### src/hw/rtl/ctbp_pkg.sv
// Shared constants and types for the committed access rate token bucket policer.
package ctbp_pkg;

  localparam int DEF_TIME_WIDTH       = 48;
  localparam int DEF_BYTE_COUNT_WIDTH = 32;

  localparam int RATE_WIDTH      = 24;
  localparam int LEN_WIDTH       = 16;
  localparam int COLOUR_WIDTH    = 3;
  localparam int OUT_TDATA_WIDTH = 8;
  localparam int CFG_IDX_WIDTH   = 2;

  localparam logic [CFG_IDX_WIDTH-1:0] CFG_COMMITTED_RATE  = 2'd0;
  localparam logic [CFG_IDX_WIDTH-1:0] CFG_COMMITTED_BURST = 2'd1;
  localparam logic [CFG_IDX_WIDTH-1:0] CFG_EXTENDED_BURST  = 2'd2;

  typedef enum logic [COLOUR_WIDTH-1:0] {
    COLOUR_GREEN          = 3'd0,
    COLOUR_YELLOW         = 3'd1,
    COLOUR_RED_ACTUAL     = 3'd2,
    COLOUR_RED_COMPOUNDED = 3'd3,
    COLOUR_BYPASSED       = 3'd4
  } colour_t;

  typedef struct packed {
    logic    pass;
    colour_t colour;
  } verdict_t;

endpackage

### src/hw/rtl/car_token_bucket_policer_top.sv
// Top level of the committed access rate token bucket policer with extended burst.
// A beat is registered in the input stage, then its verdict in the output stage.
// Throughput: one packet per cycle while out_tready holds; refill multiply and metering
// form one combinational path against the bucket state, which sets the clock period.
// Reset (rst_n low, synchronous): registers, bucket level, debt and refill time
// go to zero; both pipeline stages empty.
module car_token_bucket_policer_top #(
  parameter int TIME_WIDTH       = ctbp_pkg::DEF_TIME_WIDTH,
  parameter int BYTE_COUNT_WIDTH = ctbp_pkg::DEF_BYTE_COUNT_WIDTH,
  parameter int IN_TDATA_WIDTH   = ((TIME_WIDTH + ctbp_pkg::LEN_WIDTH + 7) / 8) * 8,
  parameter int CFG_DATA_WIDTH   =
    (BYTE_COUNT_WIDTH > ctbp_pkg::RATE_WIDTH) ? BYTE_COUNT_WIDTH : ctbp_pkg::RATE_WIDTH
) (
  input  logic                                 clk,
  input  logic                                 rst_n,
  input  logic                                 in_tvalid,
  output logic                                 in_tready,
  input  logic [IN_TDATA_WIDTH-1:0]            in_tdata,   // now_ms, packet_bytes
  input  logic                                 in_tuser,   // already_blocked
  output logic                                 out_tvalid,
  input  logic                                 out_tready,
  output logic [ctbp_pkg::OUT_TDATA_WIDTH-1:0] out_tdata,  // pass, colour
  input  logic                                 cfg_wr_en,
  input  logic [ctbp_pkg::CFG_IDX_WIDTH-1:0]   cfg_index,
  input  logic [CFG_DATA_WIDTH-1:0]            cfg_data
);
  import ctbp_pkg::*;

  logic [RATE_WIDTH-1:0]       rate_r;
  logic [BYTE_COUNT_WIDTH-1:0] cburst_r;
  logic [BYTE_COUNT_WIDTH-1:0] xburst_r;

  logic                        s1_valid_r, s1_valid_nxt;
  logic [TIME_WIDTH-1:0]       s1_now_r;
  logic [LEN_WIDTH-1:0]        s1_len_r;
  logic                        s1_blk_r;

  logic                        out_valid_r, out_valid_nxt;
  verdict_t                    out_verdict_r, out_verdict_nxt;

  logic [BYTE_COUNT_WIDTH:0]   level_r, level_nxt;
  logic [BYTE_COUNT_WIDTH-1:0] debt_r, debt_nxt;
  logic [TIME_WIDTH-1:0]       last_r, last_nxt;

  logic                        advance;
  logic                        accept;
  logic                        update;
  logic                        later;
  logic [BYTE_COUNT_WIDTH:0]   refilled;
  logic [BYTE_COUNT_WIDTH:0]   meter_level;
  logic [BYTE_COUNT_WIDTH-1:0] meter_debt;
  verdict_t                    meter_verdict;

  ctbp_refill #(
    .TIME_WIDTH       (TIME_WIDTH),
    .BYTE_COUNT_WIDTH (BYTE_COUNT_WIDTH)
  ) u_refill (
    .now_i   (s1_now_r),
    .last_i  (last_r),
    .level_i (level_r),
    .rate_i  (rate_r),
    .burst_i (cburst_r),
    .later_o (later),
    .level_o (refilled)
  );

  ctbp_meter #(
    .BYTE_COUNT_WIDTH (BYTE_COUNT_WIDTH)
  ) u_meter (
    .level_i   (refilled),
    .len_i     (s1_len_r),
    .xburst_i  (xburst_r),
    .debt_i    (debt_r),
    .verdict_o (meter_verdict),
    .level_o   (meter_level),
    .debt_o    (meter_debt)
  );

  always_comb begin
    advance         = !out_valid_r || out_tready;
    in_tready       = !s1_valid_r || advance;
    accept          = in_tvalid && in_tready;
    update          = s1_valid_r && advance && !s1_blk_r;
    s1_valid_nxt    = accept ? 1'b1 : (advance ? 1'b0 : s1_valid_r);
    out_valid_nxt   = advance ? s1_valid_r : out_valid_r;
    out_verdict_nxt = s1_blk_r ? verdict_t'{pass: 1'b0, colour: COLOUR_BYPASSED}
                               : meter_verdict;
    level_nxt       = update ? meter_level : level_r;
    debt_nxt        = update ? meter_debt : debt_r;
    last_nxt        = (update && later) ? s1_now_r : last_r;
    out_tvalid      = out_valid_r;
    out_tdata       = {{(OUT_TDATA_WIDTH-1-COLOUR_WIDTH){1'b0}},
                       out_verdict_r.colour, out_verdict_r.pass};
  end

  always_ff @(posedge clk) begin
    if (!rst_n) begin
      rate_r      <= '0;
      cburst_r    <= '0;
      xburst_r    <= '0;
      s1_valid_r  <= 1'b0;
      out_valid_r <= 1'b0;
      level_r     <= '0;
      debt_r      <= '0;
      last_r      <= '0;
    end else begin
      if (cfg_wr_en) begin
        case (cfg_index)
          CFG_COMMITTED_RATE:  rate_r   <= cfg_data[RATE_WIDTH-1:0];
          CFG_COMMITTED_BURST: cburst_r <= cfg_data[BYTE_COUNT_WIDTH-1:0];
          CFG_EXTENDED_BURST:  xburst_r <= cfg_data[BYTE_COUNT_WIDTH-1:0];
          default: ;
        endcase
      end
      s1_valid_r  <= s1_valid_nxt;
      out_valid_r <= out_valid_nxt;
      level_r     <= level_nxt;
      debt_r      <= debt_nxt;
      last_r      <= last_nxt;
    end
  end

  always_ff @(posedge clk) begin
    if (accept) begin
      s1_now_r <= in_tdata[TIME_WIDTH-1:0];
      s1_len_r <= in_tdata[TIME_WIDTH+LEN_WIDTH-1:TIME_WIDTH];
      s1_blk_r <= in_tuser;
    end
    if (s1_valid_r && advance) begin
      out_verdict_r <= out_verdict_nxt;
    end
  end

endmodule

### src/hw/rtl/ctbp_refill.sv
// Bucket refill: elapsed time times rate, saturated, added and capped at the committed burst.
module ctbp_refill #(
  parameter int TIME_WIDTH       = ctbp_pkg::DEF_TIME_WIDTH,
  parameter int BYTE_COUNT_WIDTH = ctbp_pkg::DEF_BYTE_COUNT_WIDTH
) (
  input  logic [TIME_WIDTH-1:0]           now_i,
  input  logic [TIME_WIDTH-1:0]           last_i,
  input  logic [BYTE_COUNT_WIDTH:0]       level_i,
  input  logic [ctbp_pkg::RATE_WIDTH-1:0] rate_i,
  input  logic [BYTE_COUNT_WIDTH-1:0]     burst_i,
  output logic                            later_o,
  output logic [BYTE_COUNT_WIDTH:0]       level_o
);
  import ctbp_pkg::*;

  localparam int CW = BYTE_COUNT_WIDTH + 2;
  localparam int EW = (TIME_WIDTH < CW) ? TIME_WIDTH : CW;
  localparam int PW = EW + RATE_WIDTH;
  localparam int SW = BYTE_COUNT_WIDTH + 4;
  localparam logic [PW-1:0] CAP_P   = {{(PW-1){1'b0}}, 1'b1} << CW;
  localparam logic [CW:0]   CAP_REF = {{CW{1'b0}}, 1'b1} << CW;

  logic [TIME_WIDTH-1:0] elapsed;
  logic                  ovf;
  logic [PW-1:0]         prod;
  logic [CW:0]           refill;
  logic signed [SW-1:0]  sum;
  logic signed [SW-1:0]  burst_ext;

  always_comb begin
    later_o   = now_i > last_i;
    elapsed   = now_i - last_i;
    ovf       = (elapsed >> CW) != '0;
    prod      = PW'(elapsed[EW-1:0]) * PW'(rate_i);
    if ((ovf && (rate_i != '0)) || (prod > CAP_P)) begin
      refill = CAP_REF;
    end else begin
      refill = prod[CW:0];
    end
    sum       = $signed({{(SW-BYTE_COUNT_WIDTH-1){level_i[BYTE_COUNT_WIDTH]}}, level_i})
              + $signed({{(SW-CW-1){1'b0}}, refill});
    burst_ext = $signed({{(SW-BYTE_COUNT_WIDTH){1'b0}}, burst_i});
    if (!later_o) begin
      level_o = level_i;
    end else if (sum > burst_ext) begin
      level_o = {1'b0, burst_i};
    end else begin
      level_o = sum[BYTE_COUNT_WIDTH:0];
    end
  end

endmodule

### src/hw/rtl/ctbp_meter.sv
// Packet metering: green, yellow within the extended burst, or red on actual or compounded debt.
module ctbp_meter #(
  parameter int BYTE_COUNT_WIDTH = ctbp_pkg::DEF_BYTE_COUNT_WIDTH
) (
  input  logic [BYTE_COUNT_WIDTH:0]      level_i,
  input  logic [ctbp_pkg::LEN_WIDTH-1:0] len_i,
  input  logic [BYTE_COUNT_WIDTH-1:0]    xburst_i,
  input  logic [BYTE_COUNT_WIDTH-1:0]    debt_i,
  output ctbp_pkg::verdict_t             verdict_o,
  output logic [BYTE_COUNT_WIDTH:0]      level_o,
  output logic [BYTE_COUNT_WIDTH-1:0]    debt_o
);
  import ctbp_pkg::*;

  localparam int DW = BYTE_COUNT_WIDTH + 2;

  logic [DW-1:0]             diff;
  logic [DW-1:0]             neg_diff;
  logic [BYTE_COUNT_WIDTH:0] actual;
  logic [DW-1:0]             compounded;
  logic [DW-1:0]             xburst_ext;

  always_comb begin
    diff       = {level_i[BYTE_COUNT_WIDTH], level_i} - {{(DW-LEN_WIDTH){1'b0}}, len_i};
    neg_diff   = '0 - diff;
    actual     = neg_diff[BYTE_COUNT_WIDTH:0];
    compounded = {2'b00, debt_i} + {1'b0, actual};
    xburst_ext = {2'b00, xburst_i};
    level_o    = diff[BYTE_COUNT_WIDTH:0];
    debt_o     = debt_i;
    if (!diff[DW-1]) begin
      verdict_o = '{pass: 1'b1, colour: COLOUR_GREEN};
    end else if ({1'b0, actual} > xburst_ext) begin
      verdict_o = '{pass: 1'b0, colour: COLOUR_RED_ACTUAL};
      level_o   = level_i;
      debt_o    = '0;
    end else if (compounded > xburst_ext) begin
      verdict_o = '{pass: 1'b0, colour: COLOUR_RED_COMPOUNDED};
      level_o   = level_i;
      debt_o    = '0;
    end else begin
      verdict_o = '{pass: 1'b1, colour: COLOUR_YELLOW};
      debt_o    = compounded[BYTE_COUNT_WIDTH-1:0];
    end
  end

endmodule

### config.mk
export PLATFORM = sky130hd
export DESIGN_NAME = car_token_bucket_policer_top
export DESIGN_NICKNAME = d
export VERILOG_FILES = /design/src/hw/rtl/ctbp_pkg.sv /design/src/hw/rtl/car_token_bucket_policer_top.sv /design/src/hw/rtl/ctbp_refill.sv /design/src/hw/rtl/ctbp_meter.sv
export SDC_FILE = /design/constraint.sdc
export NUM_CORES = 2
export LEC_CHECK = 0
export BUFFER_PORTS_ARGS = -buffer_cell sky130_fd_sc_hd__buf_2
export CAP_MARGIN = 20
export CORE_ASPECT_RATIO = 1.5
export CORE_MARGIN = 5
export CORE_UTILIZATION = 50
export CTS_CLUSTER_SIZE = 24
export DETAILED_ROUTE_END_ITERATION = 8
export GPL_ROUTABILITY_DRIVEN = 0
export PLACE_DENSITY = 0.66
export SETUP_SLACK_MARGIN = 0.15
export SLEW_MARGIN = 20
export SYNTH_ARGS = -nofsm -noshare
export SYNTH_HDL_FRONTEND = slang
export SYNTH_SLANG_ARGS = --single-unit
export TNS_END_PERCENT = 20
### constraint.sdc
create_clock -name clk -period 34 [get_ports clk]
set_clock_uncertainty 0.15 [all_clocks]
set_input_delay 3.4 -clock clk [delete_from_list [all_inputs] [get_ports clk]]
set_output_delay 3.4 -clock clk [all_outputs]
set_load 0.05 [all_outputs]
==> flow_summary.yaml <==
global_route:
  overflow: 0
  antenna_found_initial: 0
  grt_pass1_wl_um: 228000
  grt_max_degree: 126
  grt_pass1_vias: 42000
  grt_usage_pct: 27.5
yosys:
  ys_dominant_reg_cell: "dfxtp_1"
  yosysUniqueCellTypes: 102
  async_flop_share_pct: 0
  ys_top_cells_by_area: "fa_1, ha_1, dfxtp_1"
  synth-seq-area-share_pct: 12.8
  synth_cells: 5782
  ys_top_cells_by_count: "inv_1, nand2_1, fa_1, ha_1, and2_1"
  synth_seq_cells: 272
  synth_most_common_cell: "inv_1"
  synth_warnings: 0
  synth_top_area_share_pct: 29.4
  netlist_area_um2: 48100
  yosys.area.top_type: "fa_1"
  synth_area_per_cell_um2: 8.32
  synth_edf_count: 69
placement:
  post-dp-hpwl_um: 108000
  portBuffers: 109
cts:
  cts_resized: 0
  hold_buffers: 0
  postCtsSetupBuffers: 0
  cts-buffers-inserted: 24
  h-tree-depth: 1
  clockBufferDepth: 3
  clock_tree.root_cell: "clkbuf_16"
  cts_tree: "yes"
  path_clk_slew_ns: 0.07
  cts_sinks: 272
  clock_latency_ns: 0.58
pwr:
  peakVddDrop_mv: 0.0475
  p_sw_share_pct: 46.7
  powerDensity_nw_per_um2: 30.4
  p_seq_share_pct: 22.9
  internal_power_mw: 0.822
  p_clk_share_pct: 18.7
  cellLeakagePower_nw: 23.7
  power_mw: 1.54
  p_sw_mw: 0.722
  comb_power_share_pct: 58.3
final_layout:
  syn2layout_area_growth_pct: 5.66
  drive_gt1_share_pct: 5.77
  fin_nets: 6929
  seqCellArea_um2: 6140
  multi_input_area_um2: 37400
  fillers: 9165
flow_run:
  drv_cap: 0
timing:
  max_freq_mhz: 36.2
  setup_tns_ns: 0
  period_minus_slack_ns: 27.61
  slew_headroom_pct: 26.8
  worst_pin_slew_ns: 1.10
  setup_viol: 0
  final_hold_viol_count: 0
  grt_setup_unrepaired: "false"
  finalMaxSlewViolations: 0
  min_period_over_period_pct: 81.2
floorplanning:
  dieWidth_um: 263
  initial_utilization_pct: 50.3
  die_area_um2: 103000
  die_y_um: 390
  rows: 139
  ioPinCount: 114
  core_area_um2: 95700
drt:
  wire_per_inst_um: 20.4
  wl_um: 142000
  drt_iter0_markers: 2440
  ant_nets: 0
  dr_total_vias: 40100
  dr.pass1.iters: 6
  drc_errors: 0
  viasPerCell: 5.73
critical_path:
  crit_fanout: 36
  setup.worst_path.start_class: "flip-flop"
  cp_common_cell: "a21o_1"
  max_stage_delay_ns: 0.86
  arrival_ns: 27.96
  worst_ep_required_time_ns: 34.34
  worst-path-buf-inv: 11
  end_kind: "flip-flop"
  cp_top_family: "compound AO/OA/AOI/OAI gates"
  crit_type: "flip-flop to flip-flop"
  slowest_stage: "or4b_2"
status:
  outcome: "finished, final reports clean"
worst_hold_path:
  worstHoldPathType: "flip-flop to flip-flop"
## layout make-up
class	instances	share of cell area, %
Sequential cell	272	12.1
Timing Repair Buffer	191	2.36
Clock buffer	31	1.30
Antenna cell	2	0.00985
Inverter	981	7.26
Multi-Input combinational cell	4235	73.6
Tap cell	1269	3.13
Clock inverter	13	0.261
## worst min-delay path, stage by stage, from the launching register on
cell and delay, ns:
dfxtp_1 0.31, nand2_1 0.05, a21oi_1 0.05
## registers in the layout, indices dropped and copies added (netlist names)
name	flops
last_r	48
out_tdata	4
s1_valid_r	1
s1_len_r	16
level_r	33
s1_now_r	48
xburst_r	32
cburst_r	32
out_tvalid	1
debt_r	32
rate_r	24
s1_blk_r	1
## power groups by stage
| stage | Clock, mW | Sequential [mW] | Combinational (mW) |
|---|---|---|---|
| after global routing | 0.309 | 0.355 | 0.994 |
| final | 0.289 | 0.354 | 0.900 |
| after detailed placement | 0 | 0.361 | 0.884 |
| after global placement | 0 | 0.361 | 0.876 |
| after floorplan | 0 | 0.358 | 0.614 |
| after CTS | 0.297 | 0.354 | 0.895 |
## cells by family (layout without fill, tap and decap cells)
family | Yosys count | in the layout | synth area share, %
buffers and inverters | 1278 | 1216 | 10.1
DFF | 272 | 272 | 12.8
xor gates and xnor gates | 183 | 183 | 3.33
muxes | 66 | 66 | 1.42
AOI/OAI and AO/OA | 926 | 926 | 12.4
adders and majority gates | 1120 | 1120 | 40.2
other | 1 | 6 | 0.00780
and+or+nand+nor | 1936 | 1936 | 19.8
## final timing paths
path / startpoint / endpoint / slack (ns) / cells past startpoint
max: s1_now_r[11] / level_r[8] / 6.39 / 103
max reg2reg: s1_now_r[11] / level_r[8] / 6.39 / 103
min: last_r[11] / last_r[11] / 0.30 / 2
min reg2reg: last_r[11] / last_r[11] / 0.30 / 2
## metal layers
metal / vias up / share of wire [%] / GRT usage, %
li1: 18400 / - / -
met1: 19900 / 38 / 32.7
met2: 1363 / 50 / 49.5
met3: 412 / 5.3 / 2.55
met4: 0 / 6.5 / 14.6
met5: - / 0 / 0
## per-stage QoR
stage	std cells	instance area (um2)	hold slack (ns)	setup slack (ns)	util, %
final	6994	50800	0.303	6.39	53.1
after global routing	6992	50800	0.317	4.55	53.1
after CTS	6991	50800	0.306	6.50	53.1
after detailed placement	6947	50000	0.296	6.59	52.2
after global placement	6946	50000	0.292	7.09	52.2
after floorplan	5785	48100	0.286	10.44	-
## placed cells by master (no fill, tap or decap), types with 10 or more instances in the layout
cell type and n:
fa_1 706, xnor2_2 17, a22oi_1 17, nand2b_1 56, nor4_1 39, a31oi_1 40, buf_2 109, nand3_1 94
o21bai_1 24, o211ai_1 26, o2111ai_1 13, nand4_1 65, edfxtp_1 69, xor2_1 54, buf_4 80, a211oi_1 20
clkbuf_16 25, o21a_1 42, ha_1 414, o22ai_1 10, and2_1 393, nor3_1 46, a21boi_0 12, xnor2_1 103
nor2_1 170, o21ai_0 122, and3_1 37, a21oi_1 372, a21o_1 98, mux2i_1 50, or4_1 12, inv_1 980
or3_1 25, mux2_2 16, dfxtp_1 202, nand2_1 861, nor2b_1 69
(Power assumes the default switching activity.)
